--- src/hw/rtl/lcar_pkg.sv ---
// shared types and constants for the load cell readout and averager
// no dependencies

package lcar_pkg;

  localparam int DATA_BITS  = 24;
  localparam int SUM_W      = 27;
  localparam int HALF_W     = 16;
  localparam int TMO_W      = 32;
  localparam int TARE_W     = 24;
  localparam int GAIN_W     = 32;
  localparam int WEIGHT_W   = 31;
  localparam int BIT_IDX_W  = 5;
  localparam int SMP_IDX_W  = 3;
  localparam int CFG_IDX_W  = 2;
  localparam int CFG_DATA_W = 32;

  localparam logic [CFG_IDX_W-1:0] REG_HALF_PERIOD = 2'd0;
  localparam logic [CFG_IDX_W-1:0] REG_TIMEOUT     = 2'd1;
  localparam logic [CFG_IDX_W-1:0] REG_TARE        = 2'd2;
  localparam logic [CFG_IDX_W-1:0] REG_GAIN        = 2'd3;

  localparam logic [HALF_W-1:0] HALF_RST = 16'd100;
  localparam logic [TMO_W-1:0]  TMO_RST  = 32'd10000000;
  localparam logic [TARE_W-1:0] TARE_RST = 24'h800000;
  localparam logic [GAIN_W-1:0] GAIN_RST = 32'h00010000;

  localparam logic [DATA_BITS-1:0] SIGN_FLIP = 24'h800000;

  typedef enum logic [1:0] {
    PH_IDLE,
    PH_WAIT,
    PH_HIGH,
    PH_LOW
  } phase_e;

  typedef enum logic [1:0] {
    C_IDLE,
    C_DIV,
    C_MUL,
    C_SAT
  } calc_e;

  typedef struct packed {
    logic sck;
    logic busy;
    logic done;
    logic status;
    logic calc;
  } tick_res_t;

endpackage

--- src/hw/rtl/load_cell_adc_reader_averager_top.sv ---
// One input item is one system tick carrying start_req_i and the data pin
// level; each accepted item yields exactly one result item with the serial
// clock level, busy, done, status and weight. The tick that completes a good
// weighing runs the bit-serial divide by the sample count, the tare subtract,
// the shift-add gain multiply and saturation, during which no item is
// accepted. When the average does not exceed the tare the multiply is
// skipped. A result waiting at the output does not stop the next item when
// the consumer takes it in the same cycle.
// depends on lcar_pkg, lcar_ctrl, lcar_wcalc

module load_cell_adc_reader_averager_top import lcar_pkg::*; #(
  parameter int SAMPLE_COUNT = 5
) (
  input  logic                   clk_i,
  input  logic                   rst_ni,
  input  logic                   in_valid_i,
  output logic                   in_ready_o,
  input  logic                   start_req_i,
  input  logic                   dt_level_i,
  output logic                   out_valid_o,
  input  logic                   out_ready_i,
  output logic                   sck_o,
  output logic                   busy_res_o,
  output logic                   done_res_o,
  output logic                   status_o,
  output logic [WEIGHT_W-1:0]    weight_mg_o,
  input  logic                   cfg_we_i,
  input  logic [CFG_IDX_W-1:0]   cfg_idx_i,
  input  logic [CFG_DATA_W-1:0]  cfg_wdata_i
);

  logic [HALF_W-1:0]   half_q;
  logic [TMO_W-1:0]    tmo_q;
  logic [TARE_W-1:0]   tare_q;
  logic [GAIN_W-1:0]   gain_q;

  tick_res_t           res;
  logic [SUM_W-1:0]    sum;
  logic                accept;
  logic                calc_busy;
  logic                calc_done;
  logic [WEIGHT_W-1:0] calc_weight;

  logic                out_valid_q;
  tick_res_t           out_res_q;
  logic [WEIGHT_W-1:0] weight_q;

  assign in_ready_o = (!out_valid_q || out_ready_i) && !calc_busy;
  assign accept     = in_valid_i && in_ready_o;

  always_ff @(posedge clk_i or negedge rst_ni) begin
    if (!rst_ni) begin
      half_q <= HALF_RST;
      tmo_q  <= TMO_RST;
      tare_q <= TARE_RST;
      gain_q <= GAIN_RST;
    end else if (cfg_we_i) begin
      case (cfg_idx_i)
        REG_HALF_PERIOD: half_q <= cfg_wdata_i[HALF_W-1:0];
        REG_TIMEOUT:     tmo_q  <= cfg_wdata_i[TMO_W-1:0];
        REG_TARE:        tare_q <= cfg_wdata_i[TARE_W-1:0];
        REG_GAIN:        gain_q <= cfg_wdata_i[GAIN_W-1:0];
        default: ;
      endcase
    end
  end

  lcar_ctrl #(
    .SAMPLE_COUNT (SAMPLE_COUNT)
  ) u_ctrl (
    .clk_i         (clk_i),
    .rst_ni        (rst_ni),
    .tick_en_i     (accept),
    .start_i       (start_req_i),
    .dt_i          (dt_level_i),
    .half_period_i (half_q),
    .timeout_i     (tmo_q),
    .res_o         (res),
    .sum_o         (sum)
  );

  lcar_wcalc #(
    .SAMPLE_COUNT (SAMPLE_COUNT)
  ) u_wcalc (
    .clk_i    (clk_i),
    .rst_ni   (rst_ni),
    .start_i  (accept && res.calc),
    .sum_i    (sum),
    .tare_i   (tare_q),
    .gain_i   (gain_q),
    .busy_o   (calc_busy),
    .done_o   (calc_done),
    .weight_o (calc_weight)
  );

  always_ff @(posedge clk_i or negedge rst_ni) begin
    if (!rst_ni) begin
      out_valid_q <= 1'b0;
    end else if (calc_done) begin
      out_valid_q <= 1'b1;
    end else if (accept) begin
      out_valid_q <= !res.calc;
    end else if (out_ready_i) begin
      out_valid_q <= 1'b0;
    end
  end

  always_ff @(posedge clk_i) begin
    if (accept) begin
      out_res_q <= res;
      weight_q  <= '0;
    end else if (calc_done) begin
      weight_q  <= calc_weight;
    end
  end

  assign out_valid_o = out_valid_q;
  assign sck_o       = out_res_q.sck;
  assign busy_res_o  = out_res_q.busy;
  assign done_res_o  = out_res_q.done;
  assign status_o    = out_res_q.status;
  assign weight_mg_o = weight_q;

  a_weight_only_ok: assert property (@(posedge clk_i) disable iff (!rst_ni)
    out_valid_o && (weight_mg_o != '0) |-> done_res_o && !status_o)
    else $error("weight present without a good finish");

  a_done_not_busy: assert property (@(posedge clk_i) disable iff (!rst_ni)
    out_valid_o && done_res_o |-> !busy_res_o)
    else $error("finished item still flagged busy");

  a_status_with_done: assert property (@(posedge clk_i) disable iff (!rst_ni)
    out_valid_o && status_o |-> done_res_o)
    else $error("error status outside a finish");

  a_calc_publishes: assert property (@(posedge clk_i) disable iff (!rst_ni)
    calc_done |=> out_valid_o && done_res_o)
    else $error("weight result not presented after calculation");

  a_calc_holds_output: assert property (@(posedge clk_i) disable iff (!rst_ni)
    calc_busy && !calc_done |-> !out_valid_o)
    else $error("item presented while weight still computing");

endmodule

--- src/hw/rtl/lcar_ctrl.sv ---
// tick sequencer: ready wait, serial clock generation, bit capture and summing
// depends on lcar_pkg

module lcar_ctrl import lcar_pkg::*; #(
  parameter int SAMPLE_COUNT = 5
) (
  input  logic                  clk_i,
  input  logic                  rst_ni,
  input  logic                  tick_en_i,
  input  logic                  start_i,
  input  logic                  dt_i,
  input  logic [HALF_W-1:0]     half_period_i,
  input  logic [TMO_W-1:0]      timeout_i,
  output tick_res_t             res_o,
  output logic [SUM_W-1:0]      sum_o
);

  phase_e                 phase_q, phase_d;
  logic [HALF_W-1:0]      htc_q, htc_d;
  logic [TMO_W-1:0]       wait_q, wait_d;
  logic [BIT_IDX_W-1:0]   bit_q, bit_d;
  logic [DATA_BITS-1:0]   word_q, word_d;
  logic [SMP_IDX_W-1:0]   sidx_q, sidx_d;
  logic [SUM_W-1:0]       sum_q, sum_d;
  logic                   sck_q, sck_d;

  logic [HALF_W-1:0]      hp;
  logic                   half_over;
  logic [TMO_W-1:0]       lim_m1;
  logic [DATA_BITS-1:0]   w;
  logic                   more_bits;

  assign hp        = (half_period_i == '0) ? HALF_W'(1) : half_period_i;
  assign half_over = ({1'b0, htc_q} + (HALF_W+1)'(1)) >= {1'b0, hp};
  assign lim_m1    = (timeout_i == '0) ? '0 : timeout_i - TMO_W'(1);
  assign w         = word_q ^ SIGN_FLIP;
  assign more_bits = bit_q < BIT_IDX_W'(DATA_BITS);

  always_ff @(posedge clk_i or negedge rst_ni) begin
    if (!rst_ni) begin
      phase_q <= PH_IDLE;
      htc_q   <= '0;
      wait_q  <= '0;
      bit_q   <= '0;
      word_q  <= '0;
      sidx_q  <= '0;
      sum_q   <= '0;
      sck_q   <= 1'b0;
    end else if (tick_en_i) begin
      phase_q <= phase_d;
      htc_q   <= htc_d;
      wait_q  <= wait_d;
      bit_q   <= bit_d;
      word_q  <= word_d;
      sidx_q  <= sidx_d;
      sum_q   <= sum_d;
      sck_q   <= sck_d;
    end
  end

  always_comb begin
    phase_d = phase_q;
    htc_d   = htc_q;
    wait_d  = wait_q;
    bit_d   = bit_q;
    word_d  = word_q;
    sidx_d  = sidx_q;
    sum_d   = sum_q;
    sck_d   = sck_q;
    res_o   = '0;
    case (phase_q)
      PH_IDLE: begin
        if (start_i) begin
          phase_d = PH_WAIT;
          wait_d  = '0;
          sidx_d  = '0;
          sum_d   = '0;
          sck_d   = 1'b0;
        end
      end
      PH_WAIT: begin
        if (!dt_i) begin
          phase_d = PH_HIGH;
          sck_d   = 1'b1;
          htc_d   = '0;
          bit_d   = '0;
          word_d  = '0;
        end else if (wait_q >= lim_m1) begin
          phase_d      = PH_IDLE;
          res_o.done   = 1'b1;
          res_o.status = 1'b1;
        end else begin
          wait_d = wait_q + TMO_W'(1);
        end
      end
      PH_HIGH: begin
        if (half_over) begin
          if (more_bits) begin
            word_d = {word_q[DATA_BITS-2:0], 1'b0};
          end
          sck_d   = 1'b0;
          htc_d   = '0;
          phase_d = PH_LOW;
        end else begin
          htc_d = htc_q + HALF_W'(1);
        end
      end
      PH_LOW: begin
        if (!half_over) begin
          htc_d = htc_q + HALF_W'(1);
        end else begin
          htc_d = '0;
          if (more_bits) begin
            word_d  = {word_q[DATA_BITS-1:1], dt_i};
            bit_d   = bit_q + BIT_IDX_W'(1);
            sck_d   = 1'b1;
            phase_d = PH_HIGH;
          end else if (w == '0) begin
            phase_d      = PH_IDLE;
            res_o.done   = 1'b1;
            res_o.status = 1'b1;
          end else begin
            sum_d  = sum_q + SUM_W'(w);
            sidx_d = sidx_q + SMP_IDX_W'(1);
            if (sidx_d >= SMP_IDX_W'(SAMPLE_COUNT)) begin
              phase_d    = PH_IDLE;
              res_o.done = 1'b1;
              res_o.calc = 1'b1;
            end else begin
              phase_d = PH_WAIT;
              wait_d  = '0;
            end
          end
        end
      end
      default: begin
        phase_d = PH_IDLE;
      end
    endcase
    res_o.sck  = sck_d;
    res_o.busy = (phase_d != PH_IDLE);
  end

  assign sum_o = sum_d;

endmodule

--- src/hw/rtl/lcar_wcalc.sv ---
// weight unit: bit-serial divide by sample count, tare subtract,
// shift-add gain multiply and saturation; depends on lcar_pkg

module lcar_wcalc import lcar_pkg::*; #(
  parameter int SAMPLE_COUNT = 5
) (
  input  logic                 clk_i,
  input  logic                 rst_ni,
  input  logic                 start_i,
  input  logic [SUM_W-1:0]     sum_i,
  input  logic [TARE_W-1:0]    tare_i,
  input  logic [GAIN_W-1:0]    gain_i,
  output logic                 busy_o,
  output logic                 done_o,
  output logic [WEIGHT_W-1:0]  weight_o
);

  localparam int PROD_W = DATA_BITS + GAIN_W;
  localparam int CNT_W  = 5;
  localparam int DVS_W  = 3;
  localparam int SAT_HI = PROD_W - 1;
  localparam int SAT_LO = 16 + WEIGHT_W;

  localparam logic [DVS_W-1:0] DIVISOR = DVS_W'(SAMPLE_COUNT);

  calc_e               state_q, state_d;
  logic [SUM_W-1:0]    num_q, num_d;
  logic [DVS_W-1:0]    rem_q, rem_d;
  logic [PROD_W-1:0]   prod_q, prod_d;
  logic [CNT_W-1:0]    cnt_q, cnt_d;

  logic [DVS_W:0]      trial;
  logic                ge;
  logic [GAIN_W:0]     psum;

  assign trial = {rem_q, num_q[SUM_W-1]};
  assign ge    = trial >= {1'b0, DIVISOR};
  assign psum  = {1'b0, prod_q[PROD_W-1:DATA_BITS]} + (prod_q[0] ? {1'b0, gain_i} : '0);

  always_ff @(posedge clk_i or negedge rst_ni) begin
    if (!rst_ni) begin
      state_q <= C_IDLE;
    end else begin
      state_q <= state_d;
    end
  end

  always_ff @(posedge clk_i) begin
    num_q  <= num_d;
    rem_q  <= rem_d;
    prod_q <= prod_d;
    cnt_q  <= cnt_d;
  end

  always_comb begin
    state_d  = state_q;
    num_d    = num_q;
    rem_d    = rem_q;
    prod_d   = prod_q;
    cnt_d    = cnt_q;
    done_o   = 1'b0;
    weight_o = '0;
    case (state_q)
      C_IDLE: begin
        if (start_i) begin
          num_d   = sum_i;
          rem_d   = '0;
          cnt_d   = '0;
          state_d = C_DIV;
        end
      end
      C_DIV: begin
        if (cnt_q == CNT_W'(SUM_W)) begin
          // quotient complete, subtract tare
          cnt_d = '0;
          if (num_q <= SUM_W'(tare_i)) begin
            prod_d  = '0;
            state_d = C_SAT;
          end else begin
            prod_d  = {GAIN_W'(0), DATA_BITS'(num_q - SUM_W'(tare_i))};
            state_d = C_MUL;
          end
        end else begin
          rem_d = ge ? DVS_W'(trial - {1'b0, DIVISOR}) : trial[DVS_W-1:0];
          num_d = {num_q[SUM_W-2:0], ge};
          cnt_d = cnt_q + CNT_W'(1);
        end
      end
      C_MUL: begin
        prod_d = {psum, prod_q[DATA_BITS-1:1]};
        cnt_d  = cnt_q + CNT_W'(1);
        if (cnt_q == CNT_W'(DATA_BITS - 1)) begin
          state_d = C_SAT;
        end
      end
      C_SAT: begin
        done_o   = 1'b1;
        weight_o = (prod_q[SAT_HI:SAT_LO] != '0) ? '1 : prod_q[SAT_LO-1:16];
        state_d  = C_IDLE;
      end
      default: begin
        state_d = C_IDLE;
      end
    endcase
  end

  assign busy_o = (state_q != C_IDLE);

endmodule
--- config.mk ---
export PLATFORM = sky130hd
export DESIGN_NAME = load_cell_adc_reader_averager_top
export DESIGN_NICKNAME = d
export VERILOG_FILES = /design/src/hw/rtl/lcar_pkg.sv /design/src/hw/rtl/load_cell_adc_reader_averager_top.sv /design/src/hw/rtl/lcar_ctrl.sv /design/src/hw/rtl/lcar_wcalc.sv
export SDC_FILE = /design/constraint.sdc
export NUM_CORES = 1
export LEC_CHECK = 0
export ABC_AREA = 1
export ABC_CLOCK_PERIOD_IN_PS = 5300
export BUFFER_PORTS_ARGS = -buffer_cell sky130_fd_sc_hd__buf_2
export CORE_UTILIZATION = 60
export DETAILED_ROUTE_END_ITERATION = 7
export PLACE_DENSITY = 0.8
export REMOVE_ABC_BUFFERS = 1
export SYNTH_ARGS = -nofsm -noshare
export SYNTH_HDL_FRONTEND = slang
export SYNTH_SLANG_ARGS = --single-unit
--- constraint.sdc ---
create_clock -name clk_i -period 5.3 [get_ports clk_i]
set_input_delay 0.53 -clock clk_i [delete_from_list [all_inputs] [get_ports clk_i]]
set_output_delay 0.53 -clock clk_i [all_outputs]
set_load 0.02 [all_outputs]
==> results of run 1 <==
## worst paths after layout
check                      slack, ns  cells after the start                to       startpoint
max in group asynchronous       4.12                      2         tmo_q[29]           rst_ni
min                           -0.002                      1   u_ctrl.bit_q[2]           rst_ni
min in group clk_i              0.24                      3         tmo_q[26]  cfg_wdata_i[26]
min reg2reg                     0.49                      2        gain_q[18]       gain_q[18]
max                             0.77                     28  u_ctrl.wait_q[1]         tmo_q[0]
max reg2reg                     0.77                     28  u_ctrl.wait_q[1]         tmo_q[0]
## metrics by stage
stage,worst slack (ns),hold slack [ns],std cells,util (%)
after CTS,0.8260,0.04504,3621,67.31
final,0.7729,-0.001972,3621,67.31
after global routing,0.2906,0.08368,3621,67.31
after floorplan,0.3187,0.2344,2952,-
after global placement,0.9794,0.4685,3549,63.62
after detailed placement,0.8767,0.4732,3549,63.62
## power groups by stage
stage | clock (mW) | combinational (mW) | sequential [mW]
after global placement | 0 | 1.76 | 3.13
after detailed placement | 0 | 1.81 | 3.13
after floorplan | 0 | 1.25 | 3.09
after CTS | 2.90 | 1.82 | 3.09
after global routing | 3.01 | 2.06 | 3.11
final | 2.87 | 1.84 | 3.09
## Yosys cell counts, types with 11 or more instances
master | instances | area (um2)
inv_1 | 375 | 1408
dfxtp_1 | 31 | 620.6
edfxtp_1 | 95 | 2853
xor2_1 | 52 | 455.4
o21ai_0 | 224 | 1121
o21a_1 | 12 | 90.09
a21o_1 | 15 | 112.6
o221ai_1 | 31 | 271.5
buf_2 | 15 | 75.07
nand2_1 | 864 | 3243
or2_1 | 11 | 68.82
or2_2 | 66 | 412.9
a21oi_1 | 137 | 685.7
inv_2 | 12 | 45.04
o22ai_1 | 13 | 81.33
nor3_1 | 35 | 175.2
o21ai_1 | 67 | 335.3
dfstp_2 | 13 | 341.6
nand4_1 | 49 | 306.5
ha_1 | 146 | 1827
clkbuf_1 | 63 | 236.5
nor2_1 | 200 | 750.7
nor4_1 | 25 | 156.4
dfrtp_1 | 204 | 5105
xnor2_1 | 31 | 271.5
nand3_1 | 148 | 740.7
## logic make-up after synthesis
family	count (synthesis)	synth area share [%]
adder cells (fa/ha/maj)	149	8.308
AND/OR/NAND/NOR	1439	27.41
XOR/XNOR	83	3.201
flip-flops	343	39.27
buffers and inverters	477	8.148
AO/OA/AOI/OAI	550	13.66
## layer usage
layer,vias to the layer above,GRT usage (%)
met3,122,4.192
met2,634,55.19
li1,10136,-
met5,-,0
met4,0,11.81
met1,9735,41.09
## worst register-to-register path: cells and delay by family, from the launching register on
family / cells / cell delay [ns]
flip-flops: 1 / 0.42
AO/OA/AOI/OAI: 6 / 0.80
AND/OR/NAND/NOR: 14 / 1.97
adder cells (fa/ha/maj): 2 / 0.52
buffers and inverters: 6 / 0.73
## state kept, by name (all words and copies together), names as in the netlist
| signal | count |
|---|---|
| busy_res_o | 1 |
| done_res_o | 1 |
| gain_q | 32 |
| half_q | 16 |
| out_valid_o | 1 |
| sck_o | 1 |
| status_o | 1 |
| tare_q | 24 |
| tmo_q | 32 |
| u_ctrl.bit_q | 5 |
| u_ctrl.htc_q | 16 |
| u_ctrl.phase_q | 2 |
| u_ctrl.sck_q | 1 |
| u_ctrl.sidx_q | 3 |
| u_ctrl.sum_q | 27 |
| u_ctrl.wait_q | 32 |
| u_ctrl.word_q | 24 |
| u_wcalc.cnt_q | 5 |
| u_wcalc.num_q | 27 |
| u_wcalc.prod_q | 56 |
| u_wcalc.rem_q | 3 |
| u_wcalc.state_q | 2 |
| weight_mg_o | 31 |
## area by class of cell
class                   count  area, um2  share of cell area (%)
flip-flops and latches    343       8920                   35.85
well taps                 504      630.6                   2.535
multi-input cells        2221      11970                   48.10
repair buffers             93      540.5                   2.173
clock buffers              51       1125                   4.521
inverters                 388       1456                   5.854
clock inverters            21      239.0                  0.9606
==> results.json, run 1 <==
{
  "status": "finished with violations",
  "violations": "negative hold slack",
  "clock_sinks": 343,
  "route.detailed.drc": 0,
  "cpMostUsedCell": "nand2_1",
  "swShare_pct": 33.32,
  "cp_max_fo": 33,
  "hold_ws_ns": -0.001972,
  "overflow": 0,
  "diodes": 0,
  "fin_setup_tns_ns": 0,
  "syn_inst": 3041,
  "final_nets": 3276,
  "dp_hpwl_um": 46190,
  "start_util_pct": 61.45,
  "met2_wirelength_um": 29880,
  "finClkSkew_ns": 0.02859,
  "core_area_um2": 36960,
  "fmax_mhz": 220.9,
  "routedWlPerCell_um": 16.90,
  "dieArea_um2": 38640,
  "hold_buffers": 0,
  "drive_gt1_share_pct": 9.528,
  "grt_pass1_vias": 19824,
  "post_cts_resized": 0,
  "powerDensity_nw_per_um2": 313.2,
  "die_width_um": 196.6,
  "cp-end-kind": "flip-flop",
  "routedLengthMet1_um": 25780,
  "slew_headroom_pct": 16.78,
  "tritoncts": "yes",
  "synth_edf_count": 95,
  "hold_violations": 3,
  "dpl_cell_area_um2": 23520,
  "netlist-cell-type-count": 58,
  "p_int_mw": 5.196,
  "hold_class": "primary input to async pin",
  "path_buf_inv": 6,
  "dr.pass1.iters": 6,
  "htreeDepth": 2,
  "required_ns": 5.75,
  "pin_count": 78,
  "layout_commonest_cell": "nand2_1",
  "die_h_um": 196.6,
  "p_switching_mw": 2.596,
  "combPwrFrac_pct": 23.6,
  "cts_max_path_buffers": 3,
  "fin_crit_sh_pct": 85.42,
  "drt-vias-per-instance": 5.696,
  "gp_congestion": 0.9908,
  "clk_latency_ns": 0.57,
  "highest_layer": "met4",
  "portBuffers": 77,
  "cts_root_buf": "clkbuf_16",
  "setup_viol": 0,
  "power_frac_seq_pct": 39.7,
  "synth_top_flop_cell": "dfrtp_1",
  "cts_setup_buffers": 0,
  "synthArstFlopShare_pct": 63.27,
  "area_delta_synth_final_pct": 9.542,
  "postSynthRegisterBits": 343,
  "cts.reportedPaths.clkPinSlew_ns": 0.06,
  "vias": 20627,
  "fill_cells": 3209,
  "final_cell_area_um2": 24880,
  "track_usage_pct": 32.01,
  "critical-path-max-stage-delay_ns": 0.42,
  "final_cell_mix": "863 x nand2_1, 375 x inv_1, 224 x o21ai_0",
  "arrival_ns": 4.98,
  "p_leak_nw": 12.11,
  "row_count": 70,
  "syn_avg_cell_area_um2": 7.469,
  "crit_family": "simple AND/OR/NAND/NOR gates",
  "ys_warn_count": 0,
  "maxSlewViolCount": 0,
  "start_kind": "flip-flop",
  "rsz0062_at_grt": "no",
  "antenna_left": 0,
  "numCtsBuffers": 39,
  "grt_first_pass_wirelength_um": 99380,
  "power_mw": 7.792,
  "antenna_found_initial": 0,
  "drt_first_iter_violations": 1678,
  "path_class": "flip-flop to flip-flop",
  "wl_um": 61200,
  "drv_cap": 0,
  "syn-cell-area_um2": 22710,
  "met3_wirelength_um": 3610,
  "crit_slowest_cell": "dfrtp_1",
  "period_minus_slack_ns": 4.527,
  "grt_max_degree": 119,
  "p_clk_share_pct": 36.8,
  "irDropWorstVdd_mv": 0.3607,
  "seq_area_frac_synth_pct": 39.27,
  "worst_pin_slew_ns": 1.245
}
Note: power is estimated with default switching activity, not from simulation.
==> run 2: changes to the inputs <==
==> constraint.sdc (replaced) <==
create_clock -name clk_i -period 5.3 [get_ports clk_i]
set_input_delay 0.265 -clock clk_i [delete_from_list [all_inputs] [get_ports clk_i]]
set_output_delay 0.265 -clock clk_i [all_outputs]
set_load 0.02 [all_outputs]
==> results.json, run 2 (synthesis gave the netlist of run 1 again) <==
{
  "pin_count": 78,
  "antenna_found_initial": 0,
  "dp_hpwl_um": 46820,
  "setup_viol": 0,
  "antenna_left": 0,
  "final_cell_mix": "863 x nand2_1, 375 x inv_1, 224 x o21ai_0",
  "wl_um": 61890,
  "largest_reg_flops": 56,
  "portBuffers": 77,
  "vias": 20570,
  "grt_max_degree": 118,
  "worst-r2r-cell-count": 24,
  "fin_crit_sh_pct": 88.92,
  "gp_congestion": 0.9704,
  "regMostFlops": "u_wcalc.prod_q",
  "required_ns": 5.78,
  "path_class": "flip-flop to flip-flop",
  "grt_first_pass_wirelength_um": 101500,
  "dr.pass1.iters": 8,
  "slew_headroom_pct": 17.31,
  "grt_pass1_vias": 20143,
  "fmax_mhz": 212.2,
  "fin_setup_tns_ns": 0,
  "clock_sinks": 343,
  "hold_violations": 0,
  "clk_latency_ns": 0.57,
  "core_area_um2": 36960,
  "powerDensity_nw_per_um2": 315.7,
  "start_util_pct": 61.45,
  "drt_first_iter_violations": 1743,
  "numCtsBuffers": 40,
  "maxSlewViolCount": 0,
  "die_h_um": 196.6,
  "area_delta_synth_final_pct": 10.14,
  "power_mw": 7.896,
  "arrival_ns": 5.20,
  "cts_root_buf": "clkbuf_16",
  "rsz0062_at_grt": "no",
  "fill_cells": 3255,
  "cp_max_fo": 64,
  "cts.reportedPaths.clkPinSlew_ns": 0.06,
  "route.detailed.drc": 0,
  "finClkSkew_ns": 0.02401,
  "layout_commonest_cell": "nand2_1",
  "hold_depth": 4,
  "htreeDepth": 2,
  "track_usage_pct": 32.65,
  "hold_class": "primary input to flip-flop",
  "final_nets": 3287,
  "cp-end-kind": "flip-flop",
  "period_minus_slack_ns": 4.713,
  "status": "finished, final reports clean",
  "drt-vias-per-instance": 5.662,
  "start_kind": "flip-flop",
  "diodes": 0,
  "row_count": 70,
  "tritoncts": "yes",
  "p_leak_nw": 12.17,
  "dieArea_um2": 38640,
  "die_width_um": 196.6,
  "post_cts_resized": 0,
  "overflow": 0,
  "irDropWorstVdd_mv": 0.3487,
  "routedWlPerCell_um": 17.04,
  "worst_pin_slew_ns": 1.237,
  "cts_max_path_buffers": 3,
  "cts_setup_buffers": 0,
  "drv_cap": 0,
  "drive_gt1_share_pct": 9.588
}
## run 2: cell count changes in the layout (fill, tap and decap cells not counted), moves of 2 or more
cell / delta
buf_4: +2
bufinv_16: +2
clkbuf_8: -2
clkinv_2: -2
clkinv_4: +4
dlygate4sd3_1: +9
## run 2: final timing paths
path | start | to | slack, ns
worst min register to register | gain_q[22] | gain_q[22] | 0.49
worst max register to register | tmo_q[0] | u_ctrl.wait_q[9] | 0.59
min in group asynchronous | rst_ni | u_ctrl.htc_q[3] | 0.33
worst max-delay path | tmo_q[0] | u_ctrl.wait_q[9] | 0.59
max in group asynchronous | rst_ni | u_ctrl.wait_q[27] | 3.68
worst min-delay path | out_ready_i | out_valid_o | 0.02
## run 2: power breakdown
part / switching (mW) / total, mW / internal, mW
registers: 0.169 / 3.09 / 2.92
clock network: 1.19 / 2.97 / 1.78
logic: 1.26 / 1.84 / 0.575
total: 2.62 / 7.90 / 5.28
## run 2: what timing repair did
action / 4_1_cts / 5_1_grt
endpoints found under the hold margin: 118 / 0
hold buffers: 9 / 0
endpoints found under the setup margin: 0 / 0
## run 2: layout make-up
cell class / count / area, um2 / share of cell area, %
well taps: 504 / 630.6 / 2.521
inverters: 388 / 1456 / 5.822
clock inverters: 26 / 320.3 / 1.281
clock buffers: 48 / 1094 / 4.372
flip-flops and latches: 343 / 8920 / 35.66
repair buffers: 103 / 625.6 / 2.501
multi-input cells: 2221 / 11970 / 47.84
## run 2: per-layer routing
metal	vias to the layer above	track usage, %	part of all wire, %
li1	10155	-	-
met1	9654	42.68	44
met2	632	55.90	48
met3	129	3.491	5.1
met4	0	12.24	3.4
met5	-	0	0
## run 2: worst max-delay path, stage by stage, from the launching register on
cell	delay (ns)
dfrtp_1	0.41
inv_1	0.11
ha_1	0.27
inv_1	0.09
nor2_2	0.20
nand2_1	0.14
nor2_1	0.17
nand2_1	0.12
nor2_1	0.17
inv_1	0.08
nor2_1	0.21
nand4_1	0.11
o211ai_1	0.15
ha_1	0.16
nand2_1	0.06
nor2_1	0.14
nand4_1	0.14
nor4_1	0.56
nand3_1	0.39
nand3_1	0.25
a21oi_1	0.10
nand2_2	0.09
buf_12	0.22
nand2_1	0.09
o21ai_1	0.09
## run 2: stage by stage
step / util [%] / cell area [um2] / setup WS, ns / cells / hold WS, ns
finish: 67.68 / 25010 / 0.5873 / 3633 / 0.02317
detailed placement: 63.61 / 23510 / 0.7256 / 3550 / 0.3817
CTS: 67.68 / 25010 / 0.6827 / 3633 / 0.004135
global placement: 63.61 / 23510 / 0.8125 / 3550 / 0.3700
floorplan: - / 22320 / 0.3187 / 2952 / -0.03059
global route: 67.68 / 25010 / 0.1022 / 3633 / 0.03922
==> run 3: changes to the inputs <==
--- a/config.mk
+++ b/config.mk
@@ -7,11 +7,13 @@
 export LEC_CHECK = 0
 export ABC_AREA = 1
 export ABC_CLOCK_PERIOD_IN_PS = 5300
-export BUFFER_PORTS_ARGS = -buffer_cell sky130_fd_sc_hd__buf_2
 export CORE_UTILIZATION = 60
 export DETAILED_ROUTE_END_ITERATION = 7
-export PLACE_DENSITY = 0.8
+export DONT_BUFFER_PORTS = 1
+export PLACE_DENSITY = 0.79
 export REMOVE_ABC_BUFFERS = 1
+export SLEW_MARGIN = 20
 export SYNTH_ARGS = -nofsm -noshare
 export SYNTH_HDL_FRONTEND = slang
+export SYNTH_HIERARCHICAL = 1
 export SYNTH_SLANG_ARGS = --single-unit
==> results.json, run 3 <==
{
  "status": "finished, final reports clean",
  "area_delta_synth_final_pct": 8.116,
  "worst_pin_slew_ns": 0.9988,
  "cts.reportedPaths.clkPinSlew_ns": 0.06,
  "tritoncts": "yes",
  "htreeDepth": 2,
  "drive_gt1_share_pct": 5.431,
  "cts_max_path_buffers": 3,
  "final_cell_area_um2": 25600,
  "syn_inst": 3362,
  "dp_hpwl_um": 50000,
  "synth_top_flop_cell": "dfrtp_1",
  "die_h_um": 200.7,
  "pin_count": 78,
  "grt_first_pass_wirelength_um": 106800,
  "rsz0062_at_grt": "no",
  "core_area_um2": 38830,
  "synth_compound_area_share_pct": 12.54,
  "synthAdderAreaFrac_pct": 7.968,
  "p_leak_nw": 12.96,
  "synth.mux.area_fraction_pct": 0.04227,
  "arrival_ns": 5.19,
  "largest_reg_flops": 56,
  "maxSlewViolCount": 0,
  "netlist-cell-type-count": 47,
  "cts_setup_buffers": 0,
  "hold_class": "primary input to flip-flop",
  "start_util_pct": 60.99,
  "synth_commonest_cells": "1093 x nand2_1, 472 x inv_1, 288 x nor2_1",
  "fin_crit_sh_pct": 90.07,
  "cp_max_fo": 47,
  "synthTopCellsByArea": "dfrtp_1 22%, nand2_1 17%, edfxtp_1 12%, ha_1 7.7%, inv_1 7.5%",
  "drt_first_iter_violations": 1900,
  "period_minus_slack_ns": 4.774,
  "routedWlPerCell_um": 16.76,
  "track_usage_pct": 32.78,
  "cts_root_buf": "clkbuf_16",
  "syn-cell-area_um2": 23680,
  "numCtsBuffers": 39,
  "r2r_setup_slack_ns": 0.53,
  "grt_max_degree": 218,
  "wl_um": 65460,
  "postSynthRegisterBits": 343,
  "route.detailed.drc": 0,
  "drv_cap": 0,
  "antenna_found_initial": 0,
  "powerDensity_nw_per_um2": 300.0,
  "syn_avg_cell_area_um2": 7.043,
  "start_kind": "flip-flop",
  "dpl_cell_area_um2": 24020,
  "worstSetupStartpoint": "tmo_q[2]",
  "layout_commonest_cell": "nand2_1",
  "dieArea_um2": 40270,
  "final_cell_mix": "1093 x nand2_1, 472 x inv_1, 288 x nor2_1",
  "finClkSkew_ns": 0.02321,
  "final_nets": 3547,
  "synth_largest_area_cell": "dfrtp_1",
  "synthSimpleGateAreaFrac_pct": 29.31,
  "synthArstFlopShare_pct": 63.27,
  "grt_pass1_vias": 21214,
  "cp-end-kind": "flip-flop",
  "min_from": "cfg_wdata_i[3]",
  "portBuffers": 0,
  "die_width_um": 200.7,
  "fmax_mhz": 209.5,
  "irDropWorstVdd_mv": 0.2868,
  "setup_viol": 0,
  "synth.most_common_cell": "nand2_1",
  "ys_warn_count": 6,
  "fill_cells": 3463,
  "slew_headroom_pct": 33.41,
  "clock_sinks": 343,
  "hold_violations": 0,
  "path_class": "flip-flop to flip-flop",
  "required_ns": 5.72,
  "diodes": 0,
  "synth_top_area_share_pct": 21.56,
  "synth_edf_count": 95,
  "row_count": 72,
  "overflow": 0,
  "clk_latency_ns": 0.57,
  "synth_top_family_by_area": "simple AND/OR/NAND/NOR gates",
  "power_mw": 7.681,
  "drt-vias-per-instance": 5.618,
  "synth_xor_area_share_pct": 2.848,
  "gp_congestion": 1.027,
  "dr.pass1.iters": 6,
  "vias": 21942,
  "seq_area_frac_synth_pct": 37.67,
  "antenna_left": 0,
  "r2r-start": "tmo_q[2]",
  "regMostFlops": "u_wcalc/prod_q"
}
## run 3: kinds of logic after synthesis
group	count (synthesis)
XOR/XNOR	77
AND/OR/NAND/NOR	1694
flip-flops	343
multiplexers	1
adder cells (fa/ha/maj)	149
buffers and inverters	572
AO/OA/AOI/OAI	526
## run 3: path summary, 6_finish.rpt
path | cells past startpoint | to
min in group asynchronous | 2 | u_ctrl/htc_q[8]
max in group asynchronous | 3 | gain_q[1]
setup reg to reg | 23 | u_ctrl/wait_q[20]
hold reg to reg | 2 | gain_q[20]
setup / recovery | 23 | u_ctrl/wait_q[20]
hold / removal | 2 | tmo_q[3]
## run 3: final cells by class
| cell class | instances | area [um2] | share of cell area [%] |
|---|---|---|---|
| clock buffer | 54 | 1124 | 4.389 |
| clock inverter | 18 | 151.4 | 0.5913 |
| inverter | 481 | 1808 | 7.062 |
| multi-input combinational | 2447 | 12510 | 48.88 |
| sequential | 343 | 8920 | 34.84 |
| tap | 518 | 648.1 | 2.532 |
| timing repair buffer | 45 | 437.9 | 1.710 |
## run 3: worst max-delay path, stage by stage, from the launching register on
cell	delay, ns
dfrtp_1	0.41
nor2_1	0.12
nand2_1	0.10
nor3_2	0.22
nand2_1	0.15
nor2_1	0.19
nand3_1	0.15
nor2_1	0.18
nand2_1	0.07
inv_1	0.08
nand2_1	0.11
nor2_2	0.22
a21oi_1	0.10
nand3b_1	0.20
ha_1	0.33
a21oi_1	0.15
o21a_1	0.14
nand2_1	0.06
a21oi_1	0.31
nand3_1	0.22
nand2_1	0.14
nand3_2	0.34
inv_4	0.48
o21ai_0	0.14
## run 3: metal layers
layer / global-route usage (%) / wire length (um) / share of wire (%)
met4: 12.62 / 2366 / 3.6
met2: 54.92 / 30700 / 47
met1: 42.67 / 28370 / 43
met3: 5.162 / 4029 / 6.2
met5: 0 / 0 / 0
## run 3: repair_timing
item                                    4_1_cts  5_1_grt
resized for setup                             0        2
hold buffers                                 25        0
hold endpoints to repair                    256        0
endpoints found under the setup margin        0       27
## run 3: metrics by stage
| step | std cells | TNS, ns | worst slack, ns | utilization (%) | hold slack [ns] |
|---|---|---|---|---|---|
| 2_1_floorplan | 3271 | -0.8967 | -0.02989 | - | -0.03059 |
| 5_1_grt | 3906 | 0 | 0.04711 | 65.94 | 0.008584 |
| 3_3_place_gp | 3807 | 0 | 0.8723 | 61.83 | -0.02247 |
| 3_5_place_dp | 3808 | 0 | 0.5218 | 61.85 | -0.02548 |
| 4_1_cts | 3905 | 0 | 0.4991 | 65.83 | 0.004545 |
| 6_report | 3906 | 0 | 0.5264 | 65.94 | 0.03715 |
## run 3: report_power, final
part           internal (mW)  total (mW)  switching, mW
combinational          0.581        1.90           1.32
sequential              2.91        3.08          0.175
clock                   1.55        2.69           1.15
